[src/sv/walm_pkg.sv]
// shared types and constants for the windowed audio level meter
// no dependencies; imported by every module of the block
`timescale 1ns / 1ps
`default_nettype none

package walm_pkg;

  localparam int unsigned RING_DEPTH_DEF  = 65536;
  localparam int unsigned SAMPLE_BITS_DEF = 16;

  localparam int unsigned RATE_W   = 18;
  localparam int unsigned WIN_W    = 16;
  localparam int unsigned MS_W     = 13;
  localparam int unsigned OUT_W    = 16;
  localparam int unsigned CFG_IDX_W = 1;
  localparam int unsigned PROD_W   = MS_W + RATE_W;

  localparam logic [RATE_W-1:0] SAMPLE_RATE_RST = 18'd48000;
  localparam logic [MS_W-1:0]   MS_MIN   = 13'd1;
  localparam logic [MS_W-1:0]   MS_MAX   = 13'd5000;
  localparam int unsigned       MS_PER_S = 1000;

  // floor(x / 1000) as (x * RECIP_MS) >> RECIP_SHIFT, exact for x below 2^32
  localparam int unsigned       RECIP_W     = 29;
  localparam int unsigned       RECIP_SHIFT = 38;
  localparam logic [RECIP_W-1:0] RECIP_MS   = 29'd274877907;

  typedef enum logic [CFG_IDX_W-1:0] {
    CFG_SAMPLE_RATE  = 1'b0,
    CFG_RECORDING_ON = 1'b1
  } cfg_idx_e;

  typedef enum logic {
    CMD_SAMPLE  = 1'b0,
    CMD_MEASURE = 1'b1
  } cmd_e;

  typedef enum logic [2:0] {
    ST_IDLE,
    ST_DIVN,
    ST_WALK,
    ST_DRAIN,
    ST_DIVM,
    ST_DIVQ,
    ST_SQRT,
    ST_FIN
  } back_state_e;

  typedef struct packed {
    logic [RATE_W-1:0] sample_rate;
    logic              recording_on;
  } cfg_t;

endpackage

`default_nettype wire

[src/sv/walm_queue.sv]
// two-entry queue between the front and back parts
// depends on walm_pkg
`timescale 1ns / 1ps
`default_nettype none

module walm_queue #(
  parameter int unsigned EW = 1
) (
  input  wire logic          clk_i,
  input  wire logic          rst_ni,
  input  wire logic          push_i,
  input  wire logic [EW-1:0] push_data_i,
  output logic               ready_o,
  output logic               valid_o,
  output logic [EW-1:0]      data_o,
  input  wire logic          pop_i
);
  import walm_pkg::*;

  logic [EW-1:0] entry_q [2];
  logic          wr_ptr_q, rd_ptr_q;
  logic [1:0]    count_q;

  always_ff @(posedge clk_i or negedge rst_ni) begin
    if (!rst_ni) begin
      wr_ptr_q <= 1'b0;
      rd_ptr_q <= 1'b0;
      count_q  <= 2'd0;
    end else begin
      if (push_i) wr_ptr_q <= ~wr_ptr_q;
      if (pop_i)  rd_ptr_q <= ~rd_ptr_q;
      if (push_i && !pop_i) begin
        count_q <= count_q + 2'd1;
      end else if (pop_i && !push_i) begin
        count_q <= count_q - 2'd1;
      end
    end
  end

  always_ff @(posedge clk_i) begin
    if (push_i) entry_q[wr_ptr_q] <= push_data_i;
  end

  assign ready_o = (count_q != 2'd2);
  assign valid_o = (count_q != 2'd0);
  assign data_o  = entry_q[rd_ptr_q];

endmodule

`default_nettype wire

[config.mk]
export PLATFORM = sky130hd
export DESIGN_NAME = walm_queue
export DESIGN_NICKNAME = d
export VERILOG_FILES = /design/src/sv/walm_pkg.sv /design/src/sv/walm_queue.sv
export SDC_FILE = /design/constraint.sdc
export NUM_CORES = 1
export LEC_CHECK = 0
export ABC_AREA = 1
export BUFFER_PORTS_ARGS = -buffer_cell sky130_fd_sc_hd__buf_2
export CAP_MARGIN = 0
export CORE_AREA = 2 2 39 41
export CTS_CLUSTER_SIZE = 40
export DETAILED_ROUTE_END_ITERATION = 8
export DIE_AREA = 0 0 41 43
export GPL_TIMING_DRIVEN = 0
export PLACE_DENSITY_LB_ADDON = 0.25
export SLEW_MARGIN = 40
export SYNTH_ARGS = -nofsm -noshare
export SYNTH_HDL_FRONTEND = slang
export SYNTH_SLANG_ARGS = --single-unit
[constraint.sdc]
create_clock -name clk_i -period 0.8 [get_ports clk_i]
set_input_delay 0.08 -clock clk_i [delete_from_list [all_inputs] [get_ports clk_i]]
set_output_delay 0.08 -clock clk_i [all_outputs]
set_load 0.02 [all_outputs]
Word level (Yosys, flattened, before mapping)
Memory sizes are Yosys's and may differ from the RTL's.
Index checks and enable logic that the tools add are counted.
- output and inout bits: 3
- logic and storage cells: 19
- RAM bits: 2
- latch bits: 0
- register bits: 4
- input bits: 5
- memories kept: 1
- bits in read-only memories: 0
- memories (memory ; depth ; width ; read ports ; clocked after memory_dff ; wr ports ; RTL line ; source):
    entry_q ; 2 ; 1 ; 1 ; 0 ; 1 ; walm_queue.sv:20 ; logic [EW-1:0] entry_q [2];
- equality and inequality tests: 1
- reduce and logical (&&, ||, !) cells: 6
- shift-type cells: 0
- order comparisons: 0
- $add $sub $neg: 2
- muxes and demuxes: 4
- multiply operators: 0
- div/mod/pow operators: 0
- bitwise gates (word level): 2
- operators with widths (operator ; number):
    2-to-1 mux 2 bit ; 2
    nonzero test 2 bit ; 2
    adder 2 x 1 -> 2 bit (second input constant) ; 1
    logical AND 1 bit ; 2
    logical NOT 1 bit ; 2
    2-to-1 mux 1 bit ; 2
    inequality test 2 bit (second input constant) ; 1
    NOT 1 bit ; 2
    subtractor 2 x 1 -> 2 bit (second input constant) ; 1

Logic depth before layout (Yosys ltp)
- depth in word-level cells: 4
- depth in mapped cells: 7
- depth with buffers taken out: 7

Worst setup path before layout
OpenSTA, ideal clock, no wires.
- kind: flip-flop to output port
- from: register rd_ptr_q
- to: output data_o
- data required time: 0.720 ns
- buffers on the path: 0
- setup slack: -0.008 ns
- stages on the path, launching flop included: 2
- arrival time: 0.728 ns
- cell sequence: dfrtp_1 > mux2_2
- longest elaborated chain between the ends: 1
- ends and longest elaborated chain (item ; RTL line ; source):
    start, declared ; walm_queue.sv:21 ; logic wr_ptr_q, rd_ptr_q;
    start signal, assigned ; walm_queue.sv:31 ; if (pop_i) rd_ptr_q <= ~rd_ptr_q;
    memory (2 x 1 bit) ; -- ;
    end, declared ; walm_queue.sv:15 ; output logic [EW-1:0] data_o,
No other way between the ends.

Final worst setup path
Same ends and word-level chain as after synthesis.

==> flow_summary_export.csv <==
group,metric,value,unit
clock_network,tritoncts,"yes",
global_route,met1_usage,8.143,%
global_route,use_met2,11.25,%
logic_synthesis,netlist.area_leader.share,35.71,%
global_route,grt_pass1_vias,254,
setup_path,path_max_fanout,2,
place,dpl.hpwl,362.9,um
global_route,grt_overflow,0,
logic_synthesis,synth_enable_flop_cells,2,
timing,max_freq,876.4,MHz
clock_network,clock_sinks,6,
clock_network,cts_root_buf,"clkbuf_4",
global_route,grt_usage,8.367,%
logic_synthesis,syn_inst,28,
timing,drv_slew,0,
timing,post-route-period-util,142.6,%
logic_synthesis,syn_area,280.3,sq um
timing,period_minus_slack,1141,ps
setup_path,cpPeakStageDelay,390,ps
clock_network,htree_levels,1,
timing,skew,1.944,ps
drt,wl_per_cell,9.533,um
global_route,grtUsageMet3,5.236,%
job,cap_violations,0,
logic_synthesis,ys_seq_elements,6,
setup_path,worstSetupStartpointType,"flip-flop",
timing,setup_viol,5,
logic_synthesis,synth_warnings,0,
setup_path,reg2reg_depth,3,
logic_synthesis,synth_cell_type_count,13,
setup_path,reg2reg_from,"rd_ptr_q$_DFFE_PN0P_",
timing,hold_violations,0,
floorplanning,rows,14,
clock_network,cts_buffers,3,
setup_path,critPathTopFamily,"flip-flops",
drt,drt_iter0_drc,1,
floorplanning,die_h,43,um
setup_path,critPathCaptureType,"output pin",
setup_path,r2r_slack,-90,ps
place,dp_worst_setup_slack,-113.7,ps
timing,finalSetupTns,-869.9,ps
timing,final.setup.worst_slack,-341.0,ps
logic_synthesis,syn_nets,34,
hold_path,whs_endpoint,"entry_q[1]$_DFFE_PP_",
drt,vias_per_cell,3.850,
floorplanning,dieArea,0.001763,sq mm
setup_path,cp_slowest_cell,"dfrtp_1",
logic_synthesis,synth.area.top_cells,"dfrtp_1, edfxtp_1, inv_1",
layout,diodes,0,
timing,rsz0062_at_grt,"true",
timing,holdWs,36.59,ps
layout,layout-drive-gt1-share,52.27,%
drt,drc,0,
global_route,grt_max_degree,5,
logic_synthesis,async_flop_share,66.67,%
drt,postRouteAntennaNets,0,
hold_path,hold_depth,1,
clock_network,path_clk_slew,40,ps
clock_network,worstSkewPairLatency,240,ps
drt,dr_total_vias,231,
layout,area_growth,61.61,%
drt,drt-total-wl,572,um
logic_synthesis,ys_seq_area_share,57.14,%
floorplanning,start_util,20.25,%
global_route,grt_first_pass_wirelength,931,um
setup_path,worstPathRequired,720,ps
timing,worst_pin_slew,147.6,ps
timing,relSlewSlack,90.16,%
setup_path,arrival,1060,ps
setup_path,r2r_end,"rd_ptr_q$_DFFE_PN0P_",
setup_path,worstPathCellList,"mux2_4 > buf_6",
power,powerDensity,3674,mW/mm^2
drt,dr.pass1.iters,2,
place,portBuffers,7,
clock_network,cts_max_path_buffers,2,
hold_path,hp-class,"in2reg",
logic_synthesis,dominantRegCellSynth,"dfrtp_1",
logic_synthesis,synth_top_cell_by_area,"dfrtp_1",
floorplanning,core_area,0.001384,sq mm
power,leakage,0.2383,nW
setup_path,path_class,"reg2out",
hold_path,min_from,"push_data_i",
place,gp_congestion,0.6551,
global_route,antenna_found_initial,0,
logic_synthesis,ys_top_cells_by_count,"inv_1, nand2_1, dfrtp_1, edfxtp_1, xor2_1",
status,status,"finished, violations left",
status,violations,"setup timing",
layout,final-instance-count-excl-fill,60,
power,ir_drop,0.001475,V
logic_synthesis,syn_avg_cell_area,10.01,sq um
floorplanning,pin_count,8,
layout,nFillCells,149,
global_route,busiest_layer,"met2",
setup_path,path_buf_inv,1,
power,total_power,1.664,mW
layout,fin_nets,52,
place,dp.cells,51,
floorplanning,die_width,41,um
## flip-flops by register name (all words and copies together), names as in the netlist
| register | cells |
|---|---|
| rd_ptr_q | 1 |
| entry_q | 2 |
| count_q | 2 |
| wr_ptr_q | 1 |
## metrics by stage
| step | utilization (%) | instance area, sq um |
|---|---|---|
| 6_report | 32.73 | 452.9 |
| 5_1_grt | 32.73 | 452.9 |
| 4_1_cts | 31.37 | 434.2 |
| 3_5_place_dp | 24.50 | 339.1 |
| 3_3_place_gp | 24.50 | 339.1 |
| 2_1_floorplan | - | 284.0 |
## kinds of logic after synthesis
group	Yosys count	share of synthesized area (%)
xor+xnor	3	9.377
fa+ha+maj	1	4.464
buf+inv	7	9.373
simple gates	10	15.62
mux	1	4.018
flops	6	57.15
## cell usage in the layout (no fill, tap or decap), types with 2 or more instances in the layout
| cell | instances |
|---|---|
| buf_4 | 3 |
| nand2_1 | 3 |
| xor2_1 | 2 |
| clkbuf_4 | 3 |
| dfrtp_1 | 4 |
| edfxtp_1 | 2 |
| buf_2 | 4 |
| inv_2 | 2 |
| inv_1 | 5 |
| nand2_2 | 3 |
| buf_6 | 5 |
## what timing repair did
action | in CTS | in global routing
pin swaps | 2 | 1
hold buffers | 1 | 0
endpoints found under the setup margin | 4 | 6
buffers inserted | 4 | 1
gates resized for setup | 10 | 4
endpoints found under the hold margin | 4 | 0
## layout make-up
type | count | area (sq um) | area share, %
clock buffer | 3 | 22.52 | 4.972
inverter | 7 | 26.28 | 5.801
multi-input combinational | 15 | 115.1 | 25.41
sequential | 6 | 160.2 | 35.36
tap | 16 | 20.02 | 4.420
timing repair buffer | 13 | 108.9 | 24.03
## metal layers
metal,share of wire [%],wire length [um]
met5,0,0
met4,0,0
met3,10,58
met2,45,259
met1,44,254
## worst max path at each step
stage,start,endpoint,depth (start not counted)
floorplan,rd_ptr_q$_DFFE_PN0P_,data_o,1
global placement,rd_ptr_q$_DFFE_PN0P_,data_o,2
detailed placement,rd_ptr_q$_DFFE_PN0P_,data_o,2
CTS,rd_ptr_q$_DFFE_PN0P_,data_o,2
global route,rd_ptr_q$_DFFE_PN0P_,data_o,2
finish,rd_ptr_q$_DFFE_PN0P_,data_o,2
## power by group
part	internal, mW	switching, mW
Sequential	0.448	0.0978
Combinational	0.484	0.366
Clock	0.169	0.0994
No activity file was read; power rests on OpenSTA's default activity.
