--- src/sv/walm_pkg.sv ---
// shared types and constants for the windowed audio level meter
// no dependencies; imported by every module of the block
`timescale 1ns / 1ps
`default_nettype none

package walm_pkg;

  localparam int unsigned RING_DEPTH_DEF  = 65536;
  localparam int unsigned SAMPLE_BITS_DEF = 16;

  localparam int unsigned RATE_W   = 18;
  localparam int unsigned WIN_W    = 16;
  localparam int unsigned MS_W     = 13;
  localparam int unsigned OUT_W    = 16;
  localparam int unsigned CFG_IDX_W = 1;
  localparam int unsigned PROD_W   = MS_W + RATE_W;

  localparam logic [RATE_W-1:0] SAMPLE_RATE_RST = 18'd48000;
  localparam logic [MS_W-1:0]   MS_MIN   = 13'd1;
  localparam logic [MS_W-1:0]   MS_MAX   = 13'd5000;
  localparam int unsigned       MS_PER_S = 1000;

  // floor(x / 1000) as (x * RECIP_MS) >> RECIP_SHIFT, exact for x below 2^32
  localparam int unsigned       RECIP_W     = 29;
  localparam int unsigned       RECIP_SHIFT = 38;
  localparam logic [RECIP_W-1:0] RECIP_MS   = 29'd274877907;

  typedef enum logic [CFG_IDX_W-1:0] {
    CFG_SAMPLE_RATE  = 1'b0,
    CFG_RECORDING_ON = 1'b1
  } cfg_idx_e;

  typedef enum logic {
    CMD_SAMPLE  = 1'b0,
    CMD_MEASURE = 1'b1
  } cmd_e;

  typedef enum logic [2:0] {
    ST_IDLE,
    ST_DIVN,
    ST_WALK,
    ST_DRAIN,
    ST_DIVM,
    ST_DIVQ,
    ST_SQRT,
    ST_FIN
  } back_state_e;

  typedef struct packed {
    logic [RATE_W-1:0] sample_rate;
    logic              recording_on;
  } cfg_t;

endpackage

`default_nettype wire

--- src/sv/walm_front.sv ---
// front part: configuration registers, queue entry packing, window clamp
// depends on walm_pkg
`timescale 1ns / 1ps
`default_nettype none

module walm_front #(
  parameter int unsigned SAMPLE_BITS = walm_pkg::SAMPLE_BITS_DEF,
  parameter int unsigned EW = 1 + 2 * SAMPLE_BITS + walm_pkg::MS_W
) (
  input  wire logic                                  clk_i,
  input  wire logic                                  rst_ni,
  input  wire logic                                  cfg_valid_i,
  input  wire logic [walm_pkg::CFG_IDX_W-1:0]        cfg_index_i,
  input  wire logic [walm_pkg::RATE_W-1:0]           cfg_data_i,
  output walm_pkg::cfg_t                             cfg_o,
  input  wire logic                                  cmd_i,
  input  wire logic [SAMPLE_BITS-1:0]                left_sample_i,
  input  wire logic [SAMPLE_BITS-1:0]                right_sample_i,
  input  wire logic [walm_pkg::WIN_W-1:0]            window_ms_i,
  output logic [EW-1:0]                              entry_o
);
  import walm_pkg::*;

  cfg_t            cfg_q;
  logic [MS_W-1:0] ms_clamped;

  always_ff @(posedge clk_i or negedge rst_ni) begin
    if (!rst_ni) begin
      cfg_q.sample_rate  <= SAMPLE_RATE_RST;
      cfg_q.recording_on <= 1'b0;
    end else if (cfg_valid_i) begin
      case (cfg_idx_e'(cfg_index_i))
        CFG_SAMPLE_RATE:  cfg_q.sample_rate  <= cfg_data_i;
        CFG_RECORDING_ON: cfg_q.recording_on <= cfg_data_i[0];
        default: ;
      endcase
    end
  end

  // window clamp to 1..5000 ms
  always_comb begin
    if (window_ms_i == '0) begin
      ms_clamped = MS_MIN;
    end else if (window_ms_i > WIN_W'(MS_MAX)) begin
      ms_clamped = MS_MAX;
    end else begin
      ms_clamped = window_ms_i[MS_W-1:0];
    end
  end

  assign cfg_o   = cfg_q;
  assign entry_o = {cmd_i, right_sample_i, left_sample_i, ms_clamped};

endmodule

`default_nettype wire

--- config.mk ---
export PLATFORM = sky130hd
export DESIGN_NAME = walm_front
export DESIGN_NICKNAME = d
export VERILOG_FILES = /design/src/sv/walm_pkg.sv /design/src/sv/walm_front.sv
export SDC_FILE = /design/constraint.sdc
export NUM_CORES = 1
export LEC_CHECK = 0
export BUFFER_PORTS_ARGS = -buffer_cell sky130_fd_sc_hd__buf_2
export CORE_UTILIZATION = 30
export CTS_CLUSTER_SIZE = 8
export DETAILED_ROUTE_END_ITERATION = 10
export PLACE_DENSITY = 0.88
export SYNTH_ARGS = -nofsm -noshare
export SYNTH_HDL_FRONTEND = slang
export SYNTH_SLANG_ARGS = --single-unit
--- constraint.sdc ---
create_clock -name clk_i -period 1.1 [get_ports clk_i]
set_clock_uncertainty 0.2 [all_clocks]
set_input_delay 0.165 -clock clk_i [delete_from_list [all_inputs] [get_ports clk_i]]
set_output_delay 0.165 -clock clk_i [all_outputs]
set_load 0.05 [all_outputs]
* Yosys cells after proc, flatten, opt, wreduce, memory -nomap -nowiden
Index checks and enable logic that the tools add are counted.
** Operators by class
- Order comparisons :: 1
- Multiplexer cells :: 2
- Bitwise operators :: 1
- Reduce and logical (&&, ||, !) cells :: 3
** Operators by type and width (count)
- 13-bit 2-to-1 mux :: 2
- 16-bit by 13-bit greater-than comparator with 1-bit output, second input constant :: 1
- 16-bit logical NOT :: 1
- 2-bit AND reduction :: 2
- 1-bit inverter :: 1
** Word-level totals
- Flip-flop bits (word level) :: 19
- Input bits :: 71
- Logic and storage cells :: 9

* Logic depth before layout (Yosys ltp)
Gate-level depths: netlist of the first run.
- Depth in word-level cells :: 3
- Gate-level depth with buffers :: 4

* Least setup slack after synthesis of the first run
No wires, ideal clock.
- Kind :: in2out
- Start :: input window_ms_i[13] in the netlist's numbering
- End :: output entry_o[1]
- Data arrival time :: 1.465 ns
- Setup slack :: -0.730 ns
- Stages on the path :: 4
- Path buffers :: 0
- Cells stage by stage :: or3_4 > a21oi_4 > nand2_1 > nor2_1
** On the way
- Cells in the longest elaborated chain, start to end :: 3
- Elaborated cells between the ends (all ways) :: 4
- Those cells by class :: 1 x order compare; 2 x mux; 1 x reduce/logical
** Ends and longest elaborated chain
- start: declaration :: line walm_front.sv:19 : input wire logic [walm_pkg::WIN_W-1:0] window_ms_i,
- 16-bit by 13-bit greater-than comparator with 1-bit output :: line walm_front.sv:44 : end else if (window_ms_i > WIN_W'(MS_MAX)) begin
- 13-bit 2-to-1 mux :: line walm_front.sv:44
- 13-bit 2-to-1 mux * :: line walm_front.sv:42 : if (window_ms_i == '0) begin
- end: declaration :: line walm_front.sv:20 : output logic [EW-1:0] entry_o
Every way passes the cells marked *; elsewhere a longest branch is shown, timed or not.

* Final worst setup path of the first run
- Start :: input window_ms_i[13] in the netlist's numbering
- End :: output entry_o[6]
Same word-level chain as after synthesis.

==> impl_results.md, run 1 <==
* Status: complete, but fails checks
* Failing checks: hold timing, setup timing
* CTS tree: done
* Total number of vias at 985
* Synthesis Warnings at 0
* Post-Synthesis Cells at 106
* Crit path launch: window_ms_i[13]
* Crit path cell chain: buf_6 > or3_4 > a21oi_4 > and3_2 > buf_6
* Endpoints failing hold at 12
* Remaining Overflow, GRT at 0
* Library cells used by synthesis at 23
* Sequential share of the synthesized area at 41.8%
* Reg2reg setup slack at -0.02 ns
* Crit path arrival time at 1.28 ns
* Tmin final at 1.65 ns
* Num CTS Buffers at 3
* Most common cell in the netlist: buf_4
* Top post-synthesis cells by count: 33 x buf_4, 19 x mux2_2, 12 x dfrtp_1
* RSZ-0062 raised after global routing: true
* Pin count of the biggest net entering global routing at 20
* Delay-heaviest family, CP: simple AND/OR/NAND/NOR gates
* Comb pwr share at 46.1%
* Share of the synthesized area in the top cell type at 25.9%
* Slew of the pin with the lowest slew margin at 0.402 ns
* Die Y at 64.1 um
* Critical Path End Type: output port
* Reg-to-Reg Start: cfg_o[7]
* Post-synthesis register bit count at 19
* CP Launch Type: input pin
* Final nets at 247
* Power per cell area at 1260 nW/um^2
* First-pass GRT wire length at 5060 um
* CORE AREA at 3690 sq um
* Post-synth EDFFs at 0
* Switching portion of total power at 36.2%
* Register clock-pin slew on the reported worst setup and hold paths at 0.07 ns
* Die area at 4110 sq um
* CP endpoint: entry_o[6]
* Achievable Freq at 606 MHz
* DRT iter0 DRCs at 19
* Power share of the clock group at 18.5%
* Period utilisation layout at 150%
* Max Slew Vio Count at 0
* Gp weighted congestion at 0.731
* Max-cap violations at 0
* H-tree depth at 1
* Sequential share of power at 35.4%
* Total GRT Usage at 16.4%
* Routed vias/inst at 4.42
* Ys flop type: dfrtp_1
* # rows at 22
* WP data required at 0.73 ns
* Post-DP HPWL at 2050 um
* Clk_lat worst skew at 0.25 ns
* Die Wd at 64.1 um
* Initial antenna violation count at 0
* Syn Area/Cell at 10.9 sq um
* Final WL at 3380 um
* Clock Sinks at 19
* Avg WL per Cell at 15.1 um
* DRT Pass-1 Iters at 4
* Layout cells sized above 1 at 90.9%
* Initial Utilization at 31.4%
* I/O Pins at 136
* Hold Path Class: input pin to register
* Crit Path Category: input pin to output port
* Post-Syn Area at 1160 sq um
* Int Power at 1690 uW
* Worst-path fanout max at 7
* Post-Route Hold Slack at -0.0623 ns
* Antenna viol nets, final at 0
* Synth area leaders: dfrtp_1 26%, buf_4 21%, mux2_2 18%
* Inserted Diodes at 0
* Layout area overhead at 80.8%
* Async set-reset flop share out of synthesis at 100%
* Most used cell, CP: buf_6
* Mapped Nets at 177
* Max FFs per register at 19
* DRC at 0
* CP max-delay cell: or3_4
* VDD IR max at 0.000892 V
* Slowest cell delay on critical path at 0.39 ns
* Area leader, netlist: dfrtp_1
* Place WS at -0.648 ns
* Reg-to-reg endpoint: cfg_o[7]
* R2R cell count at 2
* CTS hold repair buffers at 8
* Worst setup margin at -0.550 ns
* Crit. path cell count at 5
* Static Leakage at 0.000974 uW
* Slew margin rel. at 73.2%
* # setup viols final at 36
* CP Buf/Inv Count at 2
* # port buffers at 69
* CTS max path bufs at 2
* Vias in the first global route at 1099
* Root Buffer: clkbuf_8
* Net Sw Power at 956 uW
-- power groups by stage --
stage	combinational, uW	sequential (uW)	clock [uW]
final	1220	937	489
after global routing	1260	948	537
after CTS	1160	930	503
after detailed placement	887	903	0
after global placement	870	899	0
after floorplan	558	1280	0
-- layer usage --
metal / up-vias / track usage (%) / share of wire, %
met3: 10 / 4.64 / 4.8
met1: 485 / 14.9 / 32
li1: 461 / - / -
met5: - / 0 / 0
met2: 29 / 32.4 / 60
met4: 0 / 8.06 / 2.9
-- cell usage in the layout (no fill, tap or decap), types with 2 or more instances in the layout --
master / n
dlygate4sd3_1: 7
nand2b_4: 3
dfrtp_1: 2
buf_8: 12
nor2_4: 3
nor2_1: 2
buf_2: 35
and2_4: 2
nor4_2: 2
dfstp_2: 7
dfrtp_2: 10
buf_6: 30
mux2_4: 14
buf_4: 14
clkbuf_8: 3
nand2_1: 2
and3_2: 3
mux2_2: 5
a21oi_4: 2
nand2_2: 3
-- worst min path at each step --
stage | startpoint | end | slack (ns) | cells after the start
after floorplan | rst_ni | cfg_o[0] | -0.33 | 0
after global placement | rst_ni | cfg_o[17] | -0.09 | 1
after detailed placement | rst_ni | cfg_o[1] | -0.08 | 1
after CTS | cfg_data_i[5] | cfg_o[6] | -0.07 | 2
after global routing | cfg_data_i[5] | cfg_o[6] | -0.07 | 2
final | cfg_data_i[5] | cfg_o[6] | -0.06 | 2
-- per-stage QoR --
stage	area, sq um	power (uW)	utilization [%]	TNS, ns	std cells
2_1_floorplan	1260	1840	-	-5.61	106
4_1_cts	2010	2600	54.5	-8.89	219
6_report	2090	2640	56.7	-9.34	223
3_5_place_dp	1510	1790	40.8	-10.13	201
5_1_grt	2090	2750	56.7	-10.45	223
3_3_place_gp	1510	1770	40.8	-9.92	201
-- final cells by class --
class | instances | area [sq um]
fill | 337 | 1600
clock buffer | 3 | 41.3
timing repair buffer | 100 | 901
clock inverter | 1 | 7.51
multi-input combinational | 51 | 582
tap | 48 | 60.1
sequential | 19 | 497
inverter | 1 | 3.75
-- cell families after synthesis --
group                  synth area share, %
AO/OA/AOI/OAI                         3.68
AND/OR/NAND/NOR                       12.9
multiplexers                          18.5
flip-flops                            41.8
buffers and inverters                 23.1
-- repair_timing --
item,in CTS,in global routing
setup buffers,6,6
pin swaps,8,1
gates resized for setup,91,16
endpoints found under the hold margin,38,12
setup endpoints to repair,32,37
Note: power is estimated with default switching activity, not from simulation.
==> inputs of run 2 (changes only) <==
--- a/config.mk
+++ b/config.mk
@@ -5,7 +5,8 @@
 export SDC_FILE = /design/constraint.sdc
 export NUM_CORES = 1
 export LEC_CHECK = 0
-export BUFFER_PORTS_ARGS = -buffer_cell sky130_fd_sc_hd__buf_2
+export ABC_CLOCK_PERIOD_IN_PS = 1100
+export BUFFER_PORTS_ARGS = -buffer_cell sky130_fd_sc_hd__clkbuf_2
 export CORE_UTILIZATION = 30
 export CTS_CLUSTER_SIZE = 8
 export DETAILED_ROUTE_END_ITERATION = 10
==> impl_results.md, run 2 (synthesis gave the netlist of run 1 again) <==
* Worst-path fanout max at 7 (unchanged)
* Crit. path cell count at 5 (unchanged)
* DP Cell Count at 203 (+1.0%)
* H-tree depth at 1 (unchanged)
* Worst setup margin at -0.570 ns (-0.0201 ns)
* CP max-delay cell: or3_4
* Crit path cell chain: clkbuf_2 > or3_4 > a21oi_4 > and3_4 > clkbuf_16
* Slew margin rel. at 70.1% (-3.1 points)
* Most frequent cells in the layout: 35 x clkbuf_2, 20 x buf_8, 19 x buf_4
* Crit path launch: window_ms_i[13]
* # port buffers at 69 (unchanged)
* Reg-to-Reg Start: cfg_o[1]
* Layout cells sized above 1 at 87.4% (-3.4 points)
* Status: complete, but fails checks
* Die Wd at 64.1 um (unchanged)
* FILL cells at 302 (-10%)
* CTS max path bufs at 2 (unchanged)
* CTS hold repair buffers at 9 (+1)
* VDD IR max at 0.000931 V (+4.4%)
* Max FFs per register at 19 (unchanged)
* Final nets at 247 (unchanged)
* Critical Path End Type: output port
* Most common cell after layout, fill and taps aside: clkbuf_2
* Tmin final at 1.67 ns (+0.0201 ns)
* Power per cell area at 1230 nW/um^2 (-3.0%)
* WP data required at 0.73 ns (about the same)
* Fin Setup TNS at -9.66 ns (-0.317 ns)
* Die area at 4110 sq um (unchanged)
* I/O Pins at 136 (unchanged)
* Avg WL per Cell at 15.4 um (+1.5%)
* Non-filler instance count after layout at 223 (unchanged)
* Gp weighted congestion at 0.754 (+3.1%)
* Place WS at -0.650 ns (-0.00288 ns)
* Crit path arrival time at 1.30 ns (+0.02 ns)
* DRT iter0 DRCs at 39 (+20)
* Static Leakage at 0.00101 uW (+4.1%)
* Pin count of the biggest net entering global routing at 20 (unchanged)
* Root Buffer: clkbuf_8
* PnR Total Power at 2710 uW (+2.6%)
* Final instance area at 2210 sq um (+5.7%)
* Post-DP HPWL at 2160 um (+5.1%)
* Max Slew Vio Count at 0 (unchanged)
* CTS tree: done
* Initial antenna violation count at 0 (unchanged)
* Cell Area, Placed at 1570 sq um (+4.0%)
* # setup viols final at 34 (-5.6%)
* Total GRT Usage at 16.8% (+0.42 points)
* CP Buf/Inv Count at 2 (unchanged)
* Routed vias/inst at 4.44 (+0.61%)
* Num CTS Buffers at 3 (unchanged)
* R2R cell count at 2 (unchanged)
* DRC at 0 (unchanged)
* Delay-heaviest family, CP: simple AND/OR/NAND/NOR gates
* Clock Sinks at 19 (unchanged)
* CP endpoint: entry_o[6]
* DRT Pass-1 Iters at 4 (unchanged)
* Remaining Overflow, GRT at 0 (unchanged)
* Initial Utilization at 31.4% (unchanged)
* # rows at 22 (unchanged)
* Reg-to-reg endpoint: cfg_o[1]
* Max-cap violations at 0 (unchanged)
* Clk_lat worst skew at 0.25 ns (about the same)
* CP Launch Type: input pin
* Crit Path Category: input pin to output port
* Total number of vias at 991 (+0.61%)
* Slowest cell delay on critical path at 0.40 ns (about the same)
* First-pass GRT wire length at 5170 um (+2.1%)
* RSZ-0062 raised after global routing: true
* Die Y at 64.1 um (unchanged)
* CORE AREA at 3690 sq um (unchanged)
* Slew of the pin with the lowest slew margin at 0.448 ns (+0.0461 ns)
* Achievable Freq at 599 MHz (-1.2%)
* Hold Path Class: input pin to register
* Antenna viol nets, final at 0 (unchanged)
* Multi-input gate area at 557 sq um (-4.3%)
* Layout area overhead at 91.1%
* Inserted Diodes at 0 (unchanged)
* Post-Route Hold Slack at -0.0567 ns (+0.00560 ns)
* Final WL at 3430 um (+1.5%)
* Endpoints failing hold at 11 (-1)
* Register area at 497 sq um (unchanged)
* Failing checks: hold timing, setup timing
* Vias in the first global route at 1116 (+1.5%)
* Reg2reg setup slack at -0.03 ns (about the same)
* Period utilisation layout at 152% (+1.8 points)
* Register clock-pin slew on the reported worst setup and hold paths at 0.06 ns (about the same)
run 2: routing by layer:
| layer | track usage (%) | share of wire, % | routed length (um) |
|---|---|---|---|
| met1 | 16.1 | 34 | 1180 |
| met2 | 32.6 | 58 | 1980 |
| met3 | 3.04 | 4.3 | 148 |
| met4 | 10.3 | 3.5 | 120 |
| met5 | 0 | 0 | 0 |
run 2: final cells by class:
| cell class | count | share of cell area (%) |
|---|---|---|
| multi-input combinational | 51 | 25.2 |
| tap | 48 | 2.71 |
| sequential | 19 | 22.5 |
| timing repair buffer | 100 | 47.5 |
| clock buffer | 4 | 2.04 |
| inverter | 1 | 0.170 |
run 2: worst min path at each step:
stage | start | end | slack (ns) | cells past startpoint
3_3_place_gp | rst_ni | cfg_o[17] | -0.08 | 1
5_1_grt | cfg_data_i[16] | cfg_o[17] | -0.05 | 2
6_report | cfg_data_i[3] | cfg_o[4] | -0.06 | 2
2_1_floorplan | rst_ni | cfg_o[0] | -0.33 | 0
3_5_place_dp | rst_ni | cfg_o[17] | -0.07 | 1
4_1_cts | cfg_data_i[16] | cfg_o[17] | -0.06 | 2
run 2: power breakdown:
group / switching [uW] / total [uW] / internal [uW]
clock: 216 / 473 / 257
sequential: 104 / 948 / 844
combinational: 628 / 1290 / 663
run 2: through the flow:
step | util, % | hold slack, ns
floorplan | - | -0.331
global placement | 42.4 | -0.0750
detailed placement | 42.4 | -0.0671
CTS | 57.6 | -0.0608
global route | 60.0 | -0.0541
finish | 60.0 | -0.0567
run 2: repair_timing:
item	4_1_cts	5_1_grt
resized for setup	76	30
gates cloned	0	0
pin swaps	6	6
buffers inserted	4	4
endpoints found under the hold margin	38	11
endpoints found under the setup margin	32	35
==> inputs of run 3 (changes only) <==
--- a/config.mk
+++ b/config.mk
@@ -6,11 +6,12 @@
 export NUM_CORES = 1
 export LEC_CHECK = 0
 export ABC_CLOCK_PERIOD_IN_PS = 1100
-export BUFFER_PORTS_ARGS = -buffer_cell sky130_fd_sc_hd__clkbuf_2
-export CORE_UTILIZATION = 30
+export CORE_AREA = 2 2 52 54
 export CTS_CLUSTER_SIZE = 8
 export DETAILED_ROUTE_END_ITERATION = 10
-export PLACE_DENSITY = 0.88
+export DIE_AREA = 0 0 54 56
+export DONT_BUFFER_PORTS = 1
+export PLACE_DENSITY = 0.75
 export SYNTH_ARGS = -nofsm -noshare
 export SYNTH_HDL_FRONTEND = slang
 export SYNTH_SLANG_ARGS = --single-unit
==> impl_results.md, run 3 (synthesis gave the netlist of run 1 again) <==
* Reg-to-Reg Start: cfg_o[5]
* Failing checks: hold timing, setup timing
* Die Wd at 54 um (-16%)
* Clock Sinks at 19 (unchanged)
* Fin Setup TNS at -8.92 ns (+0.743 ns)
* Hold Path Class: input pin to asynchronous set/reset pin
* Root Buffer: clkbuf_4
* Critical Path End Type: output port
* Layout area overhead at 64.0%
* Crit Path Category: input pin to output port
* Cell Area, Placed at 1420 sq um (-9.4%)
* Slew margin rel. at 46.6% (-24 points)
* DRC at 0 (unchanged)
* Power per cell area at 1280 nW/um^2 (+4.7%)
* Max-cap violations at 0 (unchanged)
* # setup viols final at 37 (+8.8%)
* Endpoints failing hold at 12 (+1)
* Slew of the pin with the lowest slew margin at 0.801 ns (+0.353 ns)
* Initial Utilization at 47.6% (+16 points)
* Gp weighted congestion at 0.868 (+15%)
* Total number of vias at 913 (-7.9%)
* WP data required at 0.73 ns (about the same)
* Most frequent cells in the layout: 21 x buf_6, 18 x dlygate4sd3_1, 13 x mux2_4
* R2R cell count at 2 (unchanged)
* Avg WL per Cell at 21.4 um (+39%)
* Reg2reg setup slack at -0.02 ns (about the same)
* Register clock-pin slew on the reported worst setup and hold paths at 0.11 ns (+0.05 ns)
* Die area at 3020 sq um (-26%)
* Remaining Overflow, GRT at 0 (unchanged)
* Most common cell after layout, fill and taps aside: buf_6
* Antenna viol nets, final at 0 (unchanged)
* Routed vias/inst at 5.47 (+23%)
* Post-Route Hold Slack at -0.189 ns (-0.132 ns)
* Final WL at 3570 um (+4.3%)
* Crit path launch: window_ms_i[14]
* Vias in the first global route at 969 (-13%)
* Achievable Freq at 644 MHz (+7.6%)
* I/O Pins at 136 (unchanged)
* Worst-path fanout max at 7 (unchanged)
* # port buffers at 0 (-100%)
* Static Leakage at 0.000826 uW (-19%)
* Period utilisation layout at 141% (-11 points)
* H-tree depth at 1 (unchanged)
* Clk_lat worst skew at 0.29 ns (+0.04 ns)
* DRT iter0 DRCs at 31 (-21%)
* First-pass GRT wire length at 4850 um (-6.2%)
* Tmin final at 1.55 ns (-0.118 ns)
* Layout cells sized above 1 at 76.6% (-11 points)
* RSZ-0062 raised after global routing: true
* Max Slew Vio Count at 0 (unchanged)
* CTS tree: done
* Num CTS Buffers at 3 (unchanged)
* CTS hold repair buffers at 21 (+12)
* Die Y at 56 um (-13%)
* CTS max path bufs at 2 (unchanged)
* Final nets at 209 (-15%)
* CP Launch Type: input pin
* Reg-to-reg endpoint: cfg_o[5]
* Inserted Diodes at 0 (unchanged)
* Total GRT Usage at 22.1% (+5.4 points)
* CORE AREA at 2430 sq um (-34%)
* DRT Pass-1 Iters at 4 (unchanged)
* Worst setup margin at -0.452 ns (+0.118 ns)
* # rows at 18 (-18%)
* Initial antenna violation count at 0 (unchanged)
* Final instance area at 1900 sq um (-14%)
* Max FFs per register at 19 (unchanged)
* Crit path arrival time at 1.19 ns (-0.11 ns)
* VDD IR max at 0.000797 V (-14%)
* Non-filler instance count after layout at 167 (-25%)
* PnR Total Power at 2440 uW (-10%)
* DP Cell Count at 133 (-34%)
* Pin count of the biggest net entering global routing at 20 (unchanged)
* Post-DP HPWL at 2240 um (+3.8%)
* Status: complete, but fails checks
[run 3: final cells by class]
type	count	area [sq um]
timing repair buffer	62	754
multi-input combinational	51	576
fill	144	534
sequential	19	497
tap	30	37.5
clock buffer	3	22.5
inverter	1	6.26
clock inverter	1	5.00
[run 3: report_power, final]
part | internal, uW | total [uW] | leakage, uW | switching, uW
clock network | 135 | 339 | 0.0000177 | 204
registers | 842 | 944 | 0.000204 | 102
logic | 571 | 1150 | 0.000604 | 584
total | 1550 | 2440 | 0.000826 | 889
[run 3: worst max-delay path, stage by stage]
cell      delay, ns
or3_4          0.40
a21oi_4        0.24
buf_6          0.18
nand2b_4       0.06
buf_6          0.15
[run 3: timing repair]
action | CTS | global route
setup buffers | 5 | 4
gates resized for setup | 23 | 19
pin swaps | 3 | 6
endpoints found under the hold margin | 38 | 12
setup endpoints to repair | 32 | 55
[run 3: how the worst max path moves through the flow]
stage                             to  slack (ns)  cells after the start
after floorplan           entry_o[2]       -0.43                      4
after global placement    entry_o[2]       -0.42                      5
after detailed placement  entry_o[2]       -0.54                      5
after CTS                 entry_o[7]       -0.43                      5
after global routing      entry_o[0]       -0.47                      5
final                     entry_o[9]       -0.45                      5
[run 3: layer usage]
layer,track usage [%],part of all wire (%)
met5,0,0
met4,12.9,3.6
met3,5.91,11
met2,39.0,53
met1,22.1,33
[run 3: through the flow]
stage | setup WS [ns] | util, % | hold WS [ns]
3_5_place_dp | -0.543 | 58.3 | -0.330
3_3_place_gp | -0.420 | 58.3 | -0.330
2_1_floorplan | -0.425 | - | -0.331
5_1_grt | -0.467 | 78.0 | -0.117
4_1_cts | -0.426 | 73.4 | 0.0707
6_report | -0.452 | 78.0 | -0.189
